### src/sv/plru_pkg.sv
// Shared constants, codes and control types for the pinned LRU replacement core.
`timescale 1ns / 1ps
package plru_pkg;

  localparam int FRAMES   = 64;
  localparam int PIN_BITS = 8;
  localparam int PAGE_W   = 6;
  localparam int IDX_W    = $clog2(FRAMES);
  // link values span the frames plus the sentinel
  localparam int LINK_W   = $clog2(FRAMES + 1);

  localparam logic [LINK_W-1:0]   SENT    = LINK_W'(FRAMES);
  localparam logic [PIN_BITS-1:0] PIN_MAX = '1;
  localparam logic [PIN_BITS-1:0] PIN_ONE = PIN_BITS'(1);

  localparam logic [1:0] OP_HIT   = 2'd0;
  localparam logic [1:0] OP_PIN   = 2'd1;
  localparam logic [1:0] OP_STALE = 2'd2;
  localparam logic [1:0] OP_UNPIN = 2'd3;

  localparam logic [2:0] FAULT_NONE           = 3'd0;
  localparam logic [2:0] FAULT_UNDERFLOW      = 3'd1;
  localparam logic [2:0] FAULT_OVERFLOW       = 3'd2;
  localparam logic [2:0] FAULT_PINNED_HEAD    = 3'd3;
  localparam logic [2:0] FAULT_UNLISTED_CLEAN = 3'd4;

  localparam logic CFG_SEQ_WRITES = 1'b0;
  localparam logic CFG_STRESS     = 1'b1;

  typedef struct packed {
    logic accept;
    logic exec;
    logic app1;
    logic app2;
    logic emit;
  } plru_cmd_t;

  typedef struct packed {
    logic need_append;
    logic out_free;
  } plru_stat_t;

endpackage

### src/sv/plru_ram.sv
// Generic single-write, single-read RAM with registered read data.
`timescale 1ns / 1ps
module plru_ram #(
  parameter int WIDTH = 8,
  parameter int DEPTH = 64
) (
  input  logic                     clk,
  input  logic                     we,
  input  logic [$clog2(DEPTH)-1:0] waddr,
  input  logic [WIDTH-1:0]         wdata,
  input  logic [$clog2(DEPTH)-1:0] raddr,
  output logic [WIDTH-1:0]         rdata
);

  logic [WIDTH-1:0] mem [DEPTH];

  always_ff @(posedge clk) begin
    if (we) begin
      mem[waddr] <= wdata;
    end
    rdata <= mem[raddr];
  end

endmodule

### src/sv/plru_ctrl.sv
// Sequencer for the replacement core: accept, execute, optional append, emit.
`timescale 1ns / 1ps
module plru_ctrl import plru_pkg::*; (
  input  logic       clk,
  input  logic       rst,
  input  logic       in_valid,
  output logic       in_ready,
  input  plru_stat_t stat,
  output plru_cmd_t  cmd
);

  localparam logic [2:0] S_IDLE = 3'd0;
  localparam logic [2:0] S_EXEC = 3'd1;
  localparam logic [2:0] S_APP1 = 3'd2;
  localparam logic [2:0] S_APP2 = 3'd3;
  localparam logic [2:0] S_EMIT = 3'd4;

  logic [2:0] state;
  logic [2:0] state_next;

  assign in_ready = (state == S_IDLE);

  always_comb begin
    cmd        = '0;
    state_next = state;
    case (state)
      S_IDLE: begin
        if (in_valid) begin
          cmd.accept = 1'b1;
          state_next = S_EXEC;
        end
      end
      S_EXEC: begin
        cmd.exec   = 1'b1;
        state_next = stat.need_append ? S_APP1 : S_EMIT;
      end
      S_APP1: begin
        cmd.app1   = 1'b1;
        state_next = S_APP2;
      end
      S_APP2: begin
        cmd.app2   = 1'b1;
        state_next = S_EMIT;
      end
      S_EMIT: begin
        if (stat.out_free) begin
          cmd.emit   = 1'b1;
          state_next = S_IDLE;
        end
      end
      default: begin
        state_next = S_IDLE;
      end
    endcase
  end

  always_ff @(posedge clk) begin
    if (rst) begin
      state <= S_IDLE;
    end else begin
      state <= state_next;
    end
  end

endmodule

### src/sv/plru_dp.sv
// Datapath: link and pin-count memories, sentinel head/tail, listed flags, result register.
`timescale 1ns / 1ps
module plru_dp import plru_pkg::*; (
  input  logic              clk,
  input  logic              rst,
  input  plru_cmd_t         cmd,
  output plru_stat_t        stat,
  input  logic              cfg_we,
  input  logic              cfg_index,
  input  logic              cfg_data,
  input  logic [1:0]        opcode,
  input  logic [PAGE_W-1:0] page_index,
  input  logic              page_dirty,
  output logic              out_valid,
  input  logic              out_ready,
  output logic [PAGE_W-1:0] result_page,
  output logic              result_valid,
  output logic [PAGE_W-1:0] stale_page,
  output logic              stale_valid,
  output logic [2:0]        fault
);

  logic seq_writes;
  logic stress;

  logic [1:0]        op;
  logic              dirty;
  logic              in_pool;
  logic [LINK_W-1:0] tgt;
  logic [LINK_W-1:0] tgt_in;
  logic [LINK_W-1:0] head;
  logic [LINK_W-1:0] tail;
  logic [FRAMES-1:0] listed;
  logic [FRAMES-1:0] pc_ok;   // pin count entry written since reset

  logic [LINK_W-1:0] rpage;
  logic              rvalid;
  logic [2:0]        rfault;

  logic [LINK_W-1:0]   next_rdata;
  logic [LINK_W-1:0]   prev_rdata;
  logic [PIN_BITS-1:0] pc_rdata;

  logic                next_we;
  logic [IDX_W-1:0]    next_waddr;
  logic [LINK_W-1:0]   next_wdata;
  logic                prev_we;
  logic [IDX_W-1:0]    prev_waddr;
  logic [LINK_W-1:0]   prev_wdata;

  logic [IDX_W-1:0]    tgt_idx;
  logic                tgt_listed;
  logic [PIN_BITS-1:0] pcv;
  logic                keep_out;
  logic                x_unlink;
  logic                x_append;
  logic                x_pc_we;
  logic [PIN_BITS-1:0] x_pc_val;
  logic                x_res;
  logic [2:0]          x_fault;

  assign tgt_in     = (opcode == OP_STALE) ? head : LINK_W'(page_index);
  assign tgt_idx    = tgt[IDX_W-1:0];
  assign tgt_listed = listed[tgt_idx];
  assign pcv        = pc_ok[tgt_idx] ? pc_rdata : PIN_ONE;
  assign keep_out   = seq_writes && !stress && dirty;

  // decision for the beat in flight; memory read data is from the accept address
  always_comb begin
    x_unlink = 1'b0;
    x_append = 1'b0;
    x_pc_we  = 1'b0;
    x_pc_val = PIN_ONE;
    x_res    = 1'b0;
    x_fault  = FAULT_NONE;
    case (op)
      OP_STALE: begin
        if (head != SENT) begin
          if (pcv != '0) begin
            x_fault = FAULT_PINNED_HEAD;
          end else begin
            x_unlink = 1'b1;
            x_pc_we  = 1'b1;
            x_res    = 1'b1;
          end
        end
      end
      OP_HIT: begin
        if (in_pool && tgt_listed) begin
          x_unlink = 1'b1;
          x_append = 1'b1;
        end
      end
      OP_PIN: begin
        if (in_pool) begin
          if (pcv == PIN_MAX) begin
            x_fault = FAULT_OVERFLOW;
          end else if (pcv == '0) begin
            if (tgt_listed) begin
              x_unlink = 1'b1;
              x_pc_we  = 1'b1;
              x_res    = 1'b1;
            end else if (dirty) begin
              x_pc_we = 1'b1;
              x_res   = 1'b1;
            end else begin
              x_fault = FAULT_UNLISTED_CLEAN;
            end
          end else begin
            x_pc_we  = 1'b1;
            x_pc_val = pcv + PIN_ONE;
          end
        end
      end
      OP_UNPIN: begin
        if (in_pool) begin
          if (pcv == '0) begin
            x_fault = FAULT_UNDERFLOW;
          end else begin
            x_pc_we  = 1'b1;
            x_pc_val = pcv - PIN_ONE;
            x_append = (pcv == PIN_ONE) && !keep_out && !tgt_listed;
          end
        end
      end
      default: begin
        x_fault = FAULT_NONE;
      end
    endcase
  end

  assign stat.need_append = x_append;
  assign stat.out_free    = !out_valid || out_ready;

  // link memory write ports: unlink in exec, append in app1 and app2
  always_comb begin
    next_we    = (cmd.exec && x_unlink && (prev_rdata != SENT)) || cmd.app1
                 || (cmd.app2 && (tail != SENT));
    next_waddr = tail[IDX_W-1:0];
    next_wdata = tgt;
    if (cmd.exec) begin
      next_waddr = prev_rdata[IDX_W-1:0];
      next_wdata = next_rdata;
    end else if (cmd.app1) begin
      next_waddr = tgt_idx;
      next_wdata = SENT;
    end
    prev_we    = (cmd.exec && x_unlink && (next_rdata != SENT)) || cmd.app1;
    prev_waddr = cmd.exec ? next_rdata[IDX_W-1:0] : tgt_idx;
    prev_wdata = cmd.exec ? prev_rdata : tail;
  end

  plru_ram #(.WIDTH(LINK_W), .DEPTH(FRAMES)) u_next (
    .clk   (clk),
    .we    (next_we),
    .waddr (next_waddr),
    .wdata (next_wdata),
    .raddr (tgt_in[IDX_W-1:0]),
    .rdata (next_rdata)
  );

  plru_ram #(.WIDTH(LINK_W), .DEPTH(FRAMES)) u_prev (
    .clk   (clk),
    .we    (prev_we),
    .waddr (prev_waddr),
    .wdata (prev_wdata),
    .raddr (tgt_in[IDX_W-1:0]),
    .rdata (prev_rdata)
  );

  plru_ram #(.WIDTH(PIN_BITS), .DEPTH(FRAMES)) u_pin (
    .clk   (clk),
    .we    (cmd.exec && x_pc_we),
    .waddr (tgt_idx),
    .wdata (x_pc_val),
    .raddr (tgt_in[IDX_W-1:0]),
    .rdata (pc_rdata)
  );

  // beat capture, no reset needed
  always_ff @(posedge clk) begin
    if (cmd.accept) begin
      op      <= opcode;
      dirty   <= page_dirty;
      in_pool <= (int'(page_index) < FRAMES);
      tgt     <= tgt_in;
    end
    if (cmd.exec) begin
      rpage  <= x_res ? tgt : '0;
      rvalid <= x_res;
      rfault <= x_fault;
    end
    if (cmd.emit) begin
      result_page  <= PAGE_W'(rpage);
      result_valid <= rvalid;
      fault        <= rfault;
      stale_valid  <= (head != SENT);
      stale_page   <= (head != SENT) ? PAGE_W'(head) : '0;
    end
  end

  always_ff @(posedge clk) begin
    if (rst) begin
      seq_writes <= 1'b0;
      stress     <= 1'b0;
      head       <= SENT;
      tail       <= SENT;
      listed     <= '0;
      pc_ok      <= '0;
      out_valid  <= 1'b0;
    end else begin
      if (cfg_we) begin
        case (cfg_index)
          CFG_SEQ_WRITES: seq_writes <= cfg_data;
          CFG_STRESS:     stress     <= cfg_data;
          default:        stress     <= stress;
        endcase
      end
      if (cmd.exec) begin
        if (x_unlink) begin
          listed[tgt_idx] <= 1'b0;
          if (prev_rdata == SENT) begin
            head <= next_rdata;
          end
          if (next_rdata == SENT) begin
            tail <= prev_rdata;
          end
        end
        if (x_pc_we) begin
          pc_ok[tgt_idx] <= 1'b1;
        end
      end
      if (cmd.app2) begin
        listed[tgt_idx] <= 1'b1;
        tail            <= tgt;
        if (tail == SENT) begin
          head <= tgt;
        end
      end
      if (cmd.emit) begin
        out_valid <= 1'b1;
      end else if (out_ready) begin
        out_valid <= 1'b0;
      end
    end
  end

endmodule

### src/sv/pinned_lru_replacement_core.sv
// Top level of the pinned LRU replacement core.
`timescale 1ns / 1ps
// One operation is taken at a time. An accepted beat goes to execute, where
// the link and pin-count memories give the named frame's neighbors and count
// and the result register is loaded, then to emit. A hit on a listed frame,
// and an unpin that lists its frame, pass through the append states APP1 and
// APP2 before emit, since appending writes the next-link memory twice through
// its single write port. A result that waits on out_ready holds back the next
// accept only once the following operation is done. The sentinel head and
// tail live in registers, so the link memories need no clearing after reset;
// pin counts read as one until first written.
module pinned_lru_replacement_core import plru_pkg::*; (
  input  logic              clk,
  input  logic              rst,
  input  logic              cfg_we,
  input  logic              cfg_index,
  input  logic              cfg_data,
  input  logic              in_valid,
  output logic              in_ready,
  input  logic [1:0]        opcode,
  input  logic [PAGE_W-1:0] page_index,
  input  logic              page_dirty,
  output logic              out_valid,
  input  logic              out_ready,
  output logic [PAGE_W-1:0] result_page,
  output logic              result_valid,
  output logic [PAGE_W-1:0] stale_page,
  output logic              stale_valid,
  output logic [2:0]        fault
);

  plru_cmd_t  cmd;
  plru_stat_t stat;

  plru_ctrl u_ctrl (
    .clk      (clk),
    .rst      (rst),
    .in_valid (in_valid),
    .in_ready (in_ready),
    .stat     (stat),
    .cmd      (cmd)
  );

  plru_dp u_dp (
    .clk          (clk),
    .rst          (rst),
    .cmd          (cmd),
    .stat         (stat),
    .cfg_we       (cfg_we),
    .cfg_index    (cfg_index),
    .cfg_data     (cfg_data),
    .opcode       (opcode),
    .page_index   (page_index),
    .page_dirty   (page_dirty),
    .out_valid    (out_valid),
    .out_ready    (out_ready),
    .result_page  (result_page),
    .result_valid (result_valid),
    .stale_page   (stale_page),
    .stale_valid  (stale_valid),
    .fault        (fault)
  );

endmodule

### config.mk
export PLATFORM = sky130hd
export DESIGN_NAME = pinned_lru_replacement_core
export DESIGN_NICKNAME = d
export VERILOG_FILES = /design/src/sv/plru_pkg.sv /design/src/sv/plru_ram.sv /design/src/sv/plru_ctrl.sv /design/src/sv/plru_dp.sv /design/src/sv/pinned_lru_replacement_core.sv
export SDC_FILE = /design/constraint.sdc
export NUM_CORES = 2
export LEC_CHECK = 0
export ABC_CLOCK_PERIOD_IN_PS = 7650
export BUFFER_PORTS_ARGS = -buffer_cell sky130_fd_sc_hd__buf_2
export CORE_MARGIN = 8
export CORE_UTILIZATION = 30
export DETAILED_ROUTE_END_ITERATION = 16
export PLACE_DENSITY_LB_ADDON = 0.15
export REMOVE_ABC_BUFFERS = 1
export SLEW_MARGIN = 5
export SYNTH_ARGS = -nofsm -noshare
export SYNTH_HDL_FRONTEND = slang
export SYNTH_HIERARCHICAL = 1
export SYNTH_SLANG_ARGS = --single-unit
### constraint.sdc
create_clock -name clk -period 7.65 [get_ports clk]
set_input_delay 1.1475 -clock clk [delete_from_list [all_inputs] [get_ports clk]]
set_output_delay 1.1475 -clock clk [all_outputs]
set_load 0.01 [all_outputs]
# == Word-level counts from Yosys, hierarchy flattened ==
# Memories as Yosys holds them, arrays and structs flattened. A register that Yosys moved wholly into a read port is not among the register bits.
# Cells that the tools add are included.
# Widths: inputs -> output; s select.
# totals
mem_count,3
ramBits,1408
regBits,185
out_inout_bits,19
in_bits,16
word_cells,157
# op_classes
addsub,2
n_mux,75
n_reduce_logical,31
bitwise_logic,5
order_cmp,2
eq_ne,19
# mem_list
name,depth,width,rd,rd_ports_with_merged_regs,write_ports,line_no,text
u_dp.u_pin.mem,64,8,1,1,1,plru_ram.sv:15,logic [WIDTH-1:0] mem [DEPTH];
u_dp.u_next.mem,64,7,1,1,1,plru_ram.sv:15,
u_dp.u_prev.mem,64,7,1,1,1,plru_ram.sv:15,
# ops
op,count
$mux 64,4
$or 64x64->64,2
$mux 7,12
$and 64x64->64,1
$not 64->64,1
$mux 1,32
$mux 8,4
$ne 7x7->1 const B,4
$mux 3,8
$mux 6,4
$eq 7x7->1 const B,3
$pmux 8 s2,1
$pmux 3 s5,1
$bmux 1 s6,2
$logic_and 1x1->1,10
$pmux 3 s3,1
$add 8x1->8 const B,1
$eq 8x1->1 const B,1
$eq 8x8->1 const B,1
$logic_not 8->1,1
$reduce_and 2->1,4
$reduce_bool 2->1,4
$reduce_bool 8->1,1
$sub 8x1->8 const B,1
other kinds (18),30

# == Depth between registers and ports, before layout ==
# depth
word_depth,13
ltp_mapped,23
ltp_nobuf,17

# == Hierarchy ==
# Netlist, hierarchy kept.
# modules_own_cells
module,area_each_um2,n_inst,seq_area_each_um2,cells_each
plru_ram at u_dp.u_pin,20166.8,1,15534.9,940
plru_ram at u_dp.u_next,17661.9,1,13593.0,835
plru_ram at u_dp.u_prev,17635.7,1,13593.0,827
plru_dp,10600.2,1,4013.8,1128
plru_ctrl,172.7,1,60.1,21

# == Worst setup path before layout ==
# Ideal clock, no wire load.
# synth_path
path_kind,flip-flop to flip-flop
start,reg u_dp.tgt[0]
end,"mem u_dp.u_pin.mem[0][7], data pin"
setup_time_ns,0.721
arrival_time_ns,6.240
slack_ns,0.689
required_time_ns,6.929
n_path_buf,5
path_stages_with_launch,19
synth_period_minus_slack_ns,6.961
cell_sequence,edfxtp_1 -> buf_4 -> buf_6 -> and3_1 -> a211o_1 -> a22oi_1 -> o22ai_1 -> or3_1 -> clkbuf_1 -> nand2_1 -> inv_1 -> ha_1 -> inv_1 -> nor3_1 -> buf_1 -> nor2_1 -> clkbuf_1 -> a311oi_1 -> a211oi_1
# synth_between
elab_chain_cells,7
elab_cells_between_ends,11
classes_between,add/sub: 2; eq/ne: 1; mux: 7; reduce/logical: 1
# synth_lines
item,line_no,text
from (decl),plru_dp.sv:29,logic [LINK_W-1:0] tgt;
from (signal assigned),plru_dp.sv:186,tgt <= tgt_in;
$bmux 1 s6 *,plru_dp.sv:65,assign pcv = pc_ok[tgt_idx] ? pc_rdata : PIN_ONE;
$mux 1 (not written as such) *,plru_dp.sv:65,
$mux 8 *,plru_dp.sv:65,
$add 8x1->8 / $logic_not 8->1 (equally long branches),"plru_dp.sv:111, plru_dp.sv:98, plru_dp.sv:117",
$mux 8,plru_dp.sv:98,end else if (pcv == '0) begin
$mux 8,plru_dp.sv:96,if (pcv == PIN_MAX) begin
$pmux 8 s2 *,plru_dp.sv:76,case (op)
named net u_dp.x_pc_val[7],plru_dp.sv:58,logic [PIN_BITS-1:0] x_pc_val;
to (decl),plru_ram.sv:15,
# Mark *: on every way through the listed nets, which the timed path passes. The rest lies on a longest branch. The select of a mux whose other input is x is not followed.

# == Worst setup path after layout ==
# layout_path
start,reg u_dp.tgt[0]
end,"mem u_dp/u_prev/mem[14][3] in the netlist's numbering, enable pin"
# layout_between
elab_chain_cells,12
elab_cells_between_ends,20
classes_between,eq/ne: 1; mux: 14; reduce/logical: 5
# layout_lines
item,line_no,text
$bmux 1 s6,plru_dp.sv:65,
$mux 1 (not written as such),plru_dp.sv:65,
$mux 8,plru_dp.sv:65,
$logic_not 8->1 / $reduce_bool 8->1 (equally long branches),"plru_dp.sv:98, plru_dp.sv:79",
"$mux 1, on equally long branches","plru_dp.sv:98, plru_dp.sv:79",
"$mux 1, on equally long branches","plru_dp.sv:96, plru_dp.sv:78",
$pmux 1 s3 *,plru_dp.sv:76,
$logic_and 1x1->1 * (2 in series),plru_dp.sv:148,prev_we = (cmd.exec && x_unlink && (next_rdata != SENT)) || cmd.app1;
$logic_or 1x1->1 *,plru_dp.sv:148,
named net u_dp.prev_we,plru_dp.sv:47,logic prev_we;
$mux 1 *,plru_ram.sv:18,if (we) begin
$mux 1 (not written as such) *,plru_ram.sv:19,mem[waddr] <= wdata;
to (decl),plru_ram.sv:15,
# Marks and branches as above.

==> results.toml <==
[clock_network]
cts_root_buf = "clkbuf_16"
cts_buffers = 175
hold_buffers = 0
cts_resized = 0
cts_tree = "done"
clk_path_buf_depth = 3
h-tree-depth = 4
path_clk_slew_ns = 0.06
clk_latency_ns = 0.81
cts_setup_buffers = 0
clock-sinks = 1615

[finish]
fill_cells = 20820
fin_cells = 6802
multi_input_area_sq_um = 17990
syn2layout_area_growth_pct = 13.30
regArea_sq_um = 46790
nets = 3812
drive_above_1_share = 0.2335

[global_route]
grt_pass1_wl_mm = 260.6
grt.total_usage = 0.1471
grtUsageMet1 = 0.2112
globalRouteMet2Util = 0.2379
grt_use_met3 = 0.02092
grt_pass1_vias = 35640
grt_max_degree = 105
antenna_found_initial = 1
grt-busiest-layer = "met2"
grt-ovfl-total = 0

[routing]
first_iter_violations = 2957
vias = 34800
antenna_left = 0
drc = 0
vias_per_cell = 5.116
wl_per_cell_um = 26.22
first_pass_iters = 6
wl_mm = 178.3

[floorplan]
rows = 172
die_area_sq_um = 236100
die_x_um = 485.9
start_util = 0.3017
core_region_area_sq_um = 219500
die_y_um = 485.9
pin_count = 35

[place]
dp_hpwl_mm = 106.9
place_congestion = 0.7571
numPlacedInstances = 6481
port_buffers = 34
pre_cts_slack_ns = 0.7402

[job]
drv_cap = 0

[logic_synthesis]
synth_edf_count = 1445
yosysWarnings = 6
synth_seq_area_share = 0.7065
ys_ff_latch = 1615
synth_most_common_cell = "edfxtp_1"
ys_async_sr_fraction = 0
yosys.area.top_type_share = 0.6551
synth_common_cells = "1445 x edfxtp_1, 358 x mux4_2, 315 x nor2_1"
yosysTopAreaCell = "edfxtp_1"
netlist_area_sq_um = 66240
avgSynthCellArea_sq_um = 17.66
yosysUniqueCellTypes = 92
syn_inst = 3751
synth_top_flop_cell = "edfxtp_1"
synth_area_leaders = "edfxtp_1 66%, mux4_2 12%, dfxtp_1 5.1%"

[timing]
period_needed_ns = 7.070
final.period_utilization = 0.9242
fin_setup_tns_ns = 0
setup_viol_count_final = 0
fmax_ghz = 0.1414
fin_skew_ns = 0.04298
drv_slew = 0
rsz0062_at_grt = "false"
hold_viol = 0
timing.final.ws_setup_ns = 0.5798
relSlewSlack = 0.2119
tightestPinTransition_ns = 1.179
holdWs_ns = 0.4209

[status]
run_status = "complete, no violations"

[critical_path]
crit_type = "flop to flop"
crit_path_end_kind = "flop"
critPathLaunchType = "flop"
crit_arrival_ns = 7.47
crit_required_ns = 8.05
cp_max_fo = 25
reg2reg_slack_ns = 0.58

[power]
power_per_cell_area_nw_per_um2 = 257.1
ir_drop_mv = 0.2416
p_leak_nw = 23.11

[worst_hold_path]
min_path_type = "flop to flop"
layout make-up:
cell class                 count  share of cell area
sequential                  1615              0.6236
inverter                      39            0.001951
antenna                        4           0.0001334
clock inverter                80            0.009687
multi-input combinational   1816              0.2397
tap                         2871             0.04787
timing repair buffer         140             0.01429
clock buffer                 237             0.06282
worst max-delay path, stage by stage (launching register included):
cell	delay, ns
edfxtp_1	0.71
buf_4	0.34
nor2b_1	0.41
a221o_1	0.23
a22oi_1	0.07
o22ai_1	0.52
or3_1	0.34
nand2_1	0.16
inv_1	0.11
ha_1	0.14
inv_1	0.07
nor4_4	0.72
o22ai_1	0.24
a21oi_4	0.24
a21o_1	0.39
nor2b_1	0.32
nand3_1	0.73
nor2_1	0.88
worst paths after layout:
kind / from / to / cells past startpoint
min reg2reg: u_dp/rpage[1] / u_dp/result_page[1] / 0
max: u_dp/tgt[0] / u_dp/u_prev/mem[14][3] / 17
max reg2reg: u_dp/tgt[0] / u_dp/u_prev/mem[14][3] / 17
min: u_dp/rpage[1] / u_dp/result_page[1] / 0
registers in the layout, indices dropped and copies added (netlist names), 6 cells and up:
signal and cells:
u_dp/u_pin/mem 512, u_dp/u_next/mem 448, u_dp/head 7, u_dp/stale_page 6, u_dp/u_next/rdata 7, u_dp/tgt 7, u_dp/listed 64, u_dp/rpage 6
u_dp/pc_ok 64, u_dp/u_prev/mem 448, u_dp/result_page 6, u_dp/u_prev/rdata 7, u_dp/u_pin/rdata 8, u_dp/tail 7
through the flow:
| step | utilization | instance area, sq um | total power, mW |
|---|---|---|---|
| after floorplan | - | 64680 | 10.86 |
| after detailed placement | 0.3170 | 69590 | 11.40 |
| after global routing | 0.3418 | 75030 | 19.97 |
| after CTS | 0.3418 | 75030 | 19.58 |
| after global placement | 0.3170 | 69590 | 11.40 |
| final | 0.3419 | 75040 | 19.29 |
power by group:
part,switching (mW),leakage [nW],internal [mW]
logic,0.959,5.86,0.418
registers,0.0514,14.6,9.75
clock network,3.48,2.64,4.63
cells in the final DEF, fill, tap and decap left out, types with 33 or more instances in the layout:
| master | synthesis | final |
|---|---|---|
| a211oi_1 | 43 | 41 |
| nor2_1 | 315 | 313 |
| nand2_1 | 157 | 154 |
| o41ai_2 | 51 | 51 |
| o22ai_1 | 43 | 43 |
| a211oi_2 | 41 | 41 |
| nand3_1 | 52 | 52 |
| buf_4 | 26 | 98 |
| inv_1 | 37 | 36 |
| nor2b_1 | 35 | 35 |
| clkbuf_16 | 0 | 177 |
| mux4_2 | 358 | 358 |
| a21oi_1 | 81 | 81 |
| clkbuf_1 | 149 | 54 |
| mux2i_1 | 86 | 85 |
| edfxtp_1 | 1445 | 1445 |
| dfxtp_1 | 170 | 170 |
| nor3_1 | 104 | 102 |
| buf_2 | 56 | 33 |
| clkinv_1 | 0 | 35 |
logic make-up after synthesis:
kind of cell | Yosys count | share of synthesized area
AO/OA/AOI/OAI | 513 | 0.06700
XOR/XNOR | 2 | 0.0002645
adder cells (fa/ha/maj) | 9 | 0.001700
buffers and inverters | 320 | 0.02575
flip-flops | 1615 | 0.7065
multiplexers | 478 | 0.1405
AND/OR/NAND/NOR | 814 | 0.05831
routing by layer:
layer	wire length (um)	vias up
li1	-	15280
met1	82910	18530
met2	84630	768
met3	7452	214
met4	3317	0
met5	0	-
(Power assumes the default switching activity.)
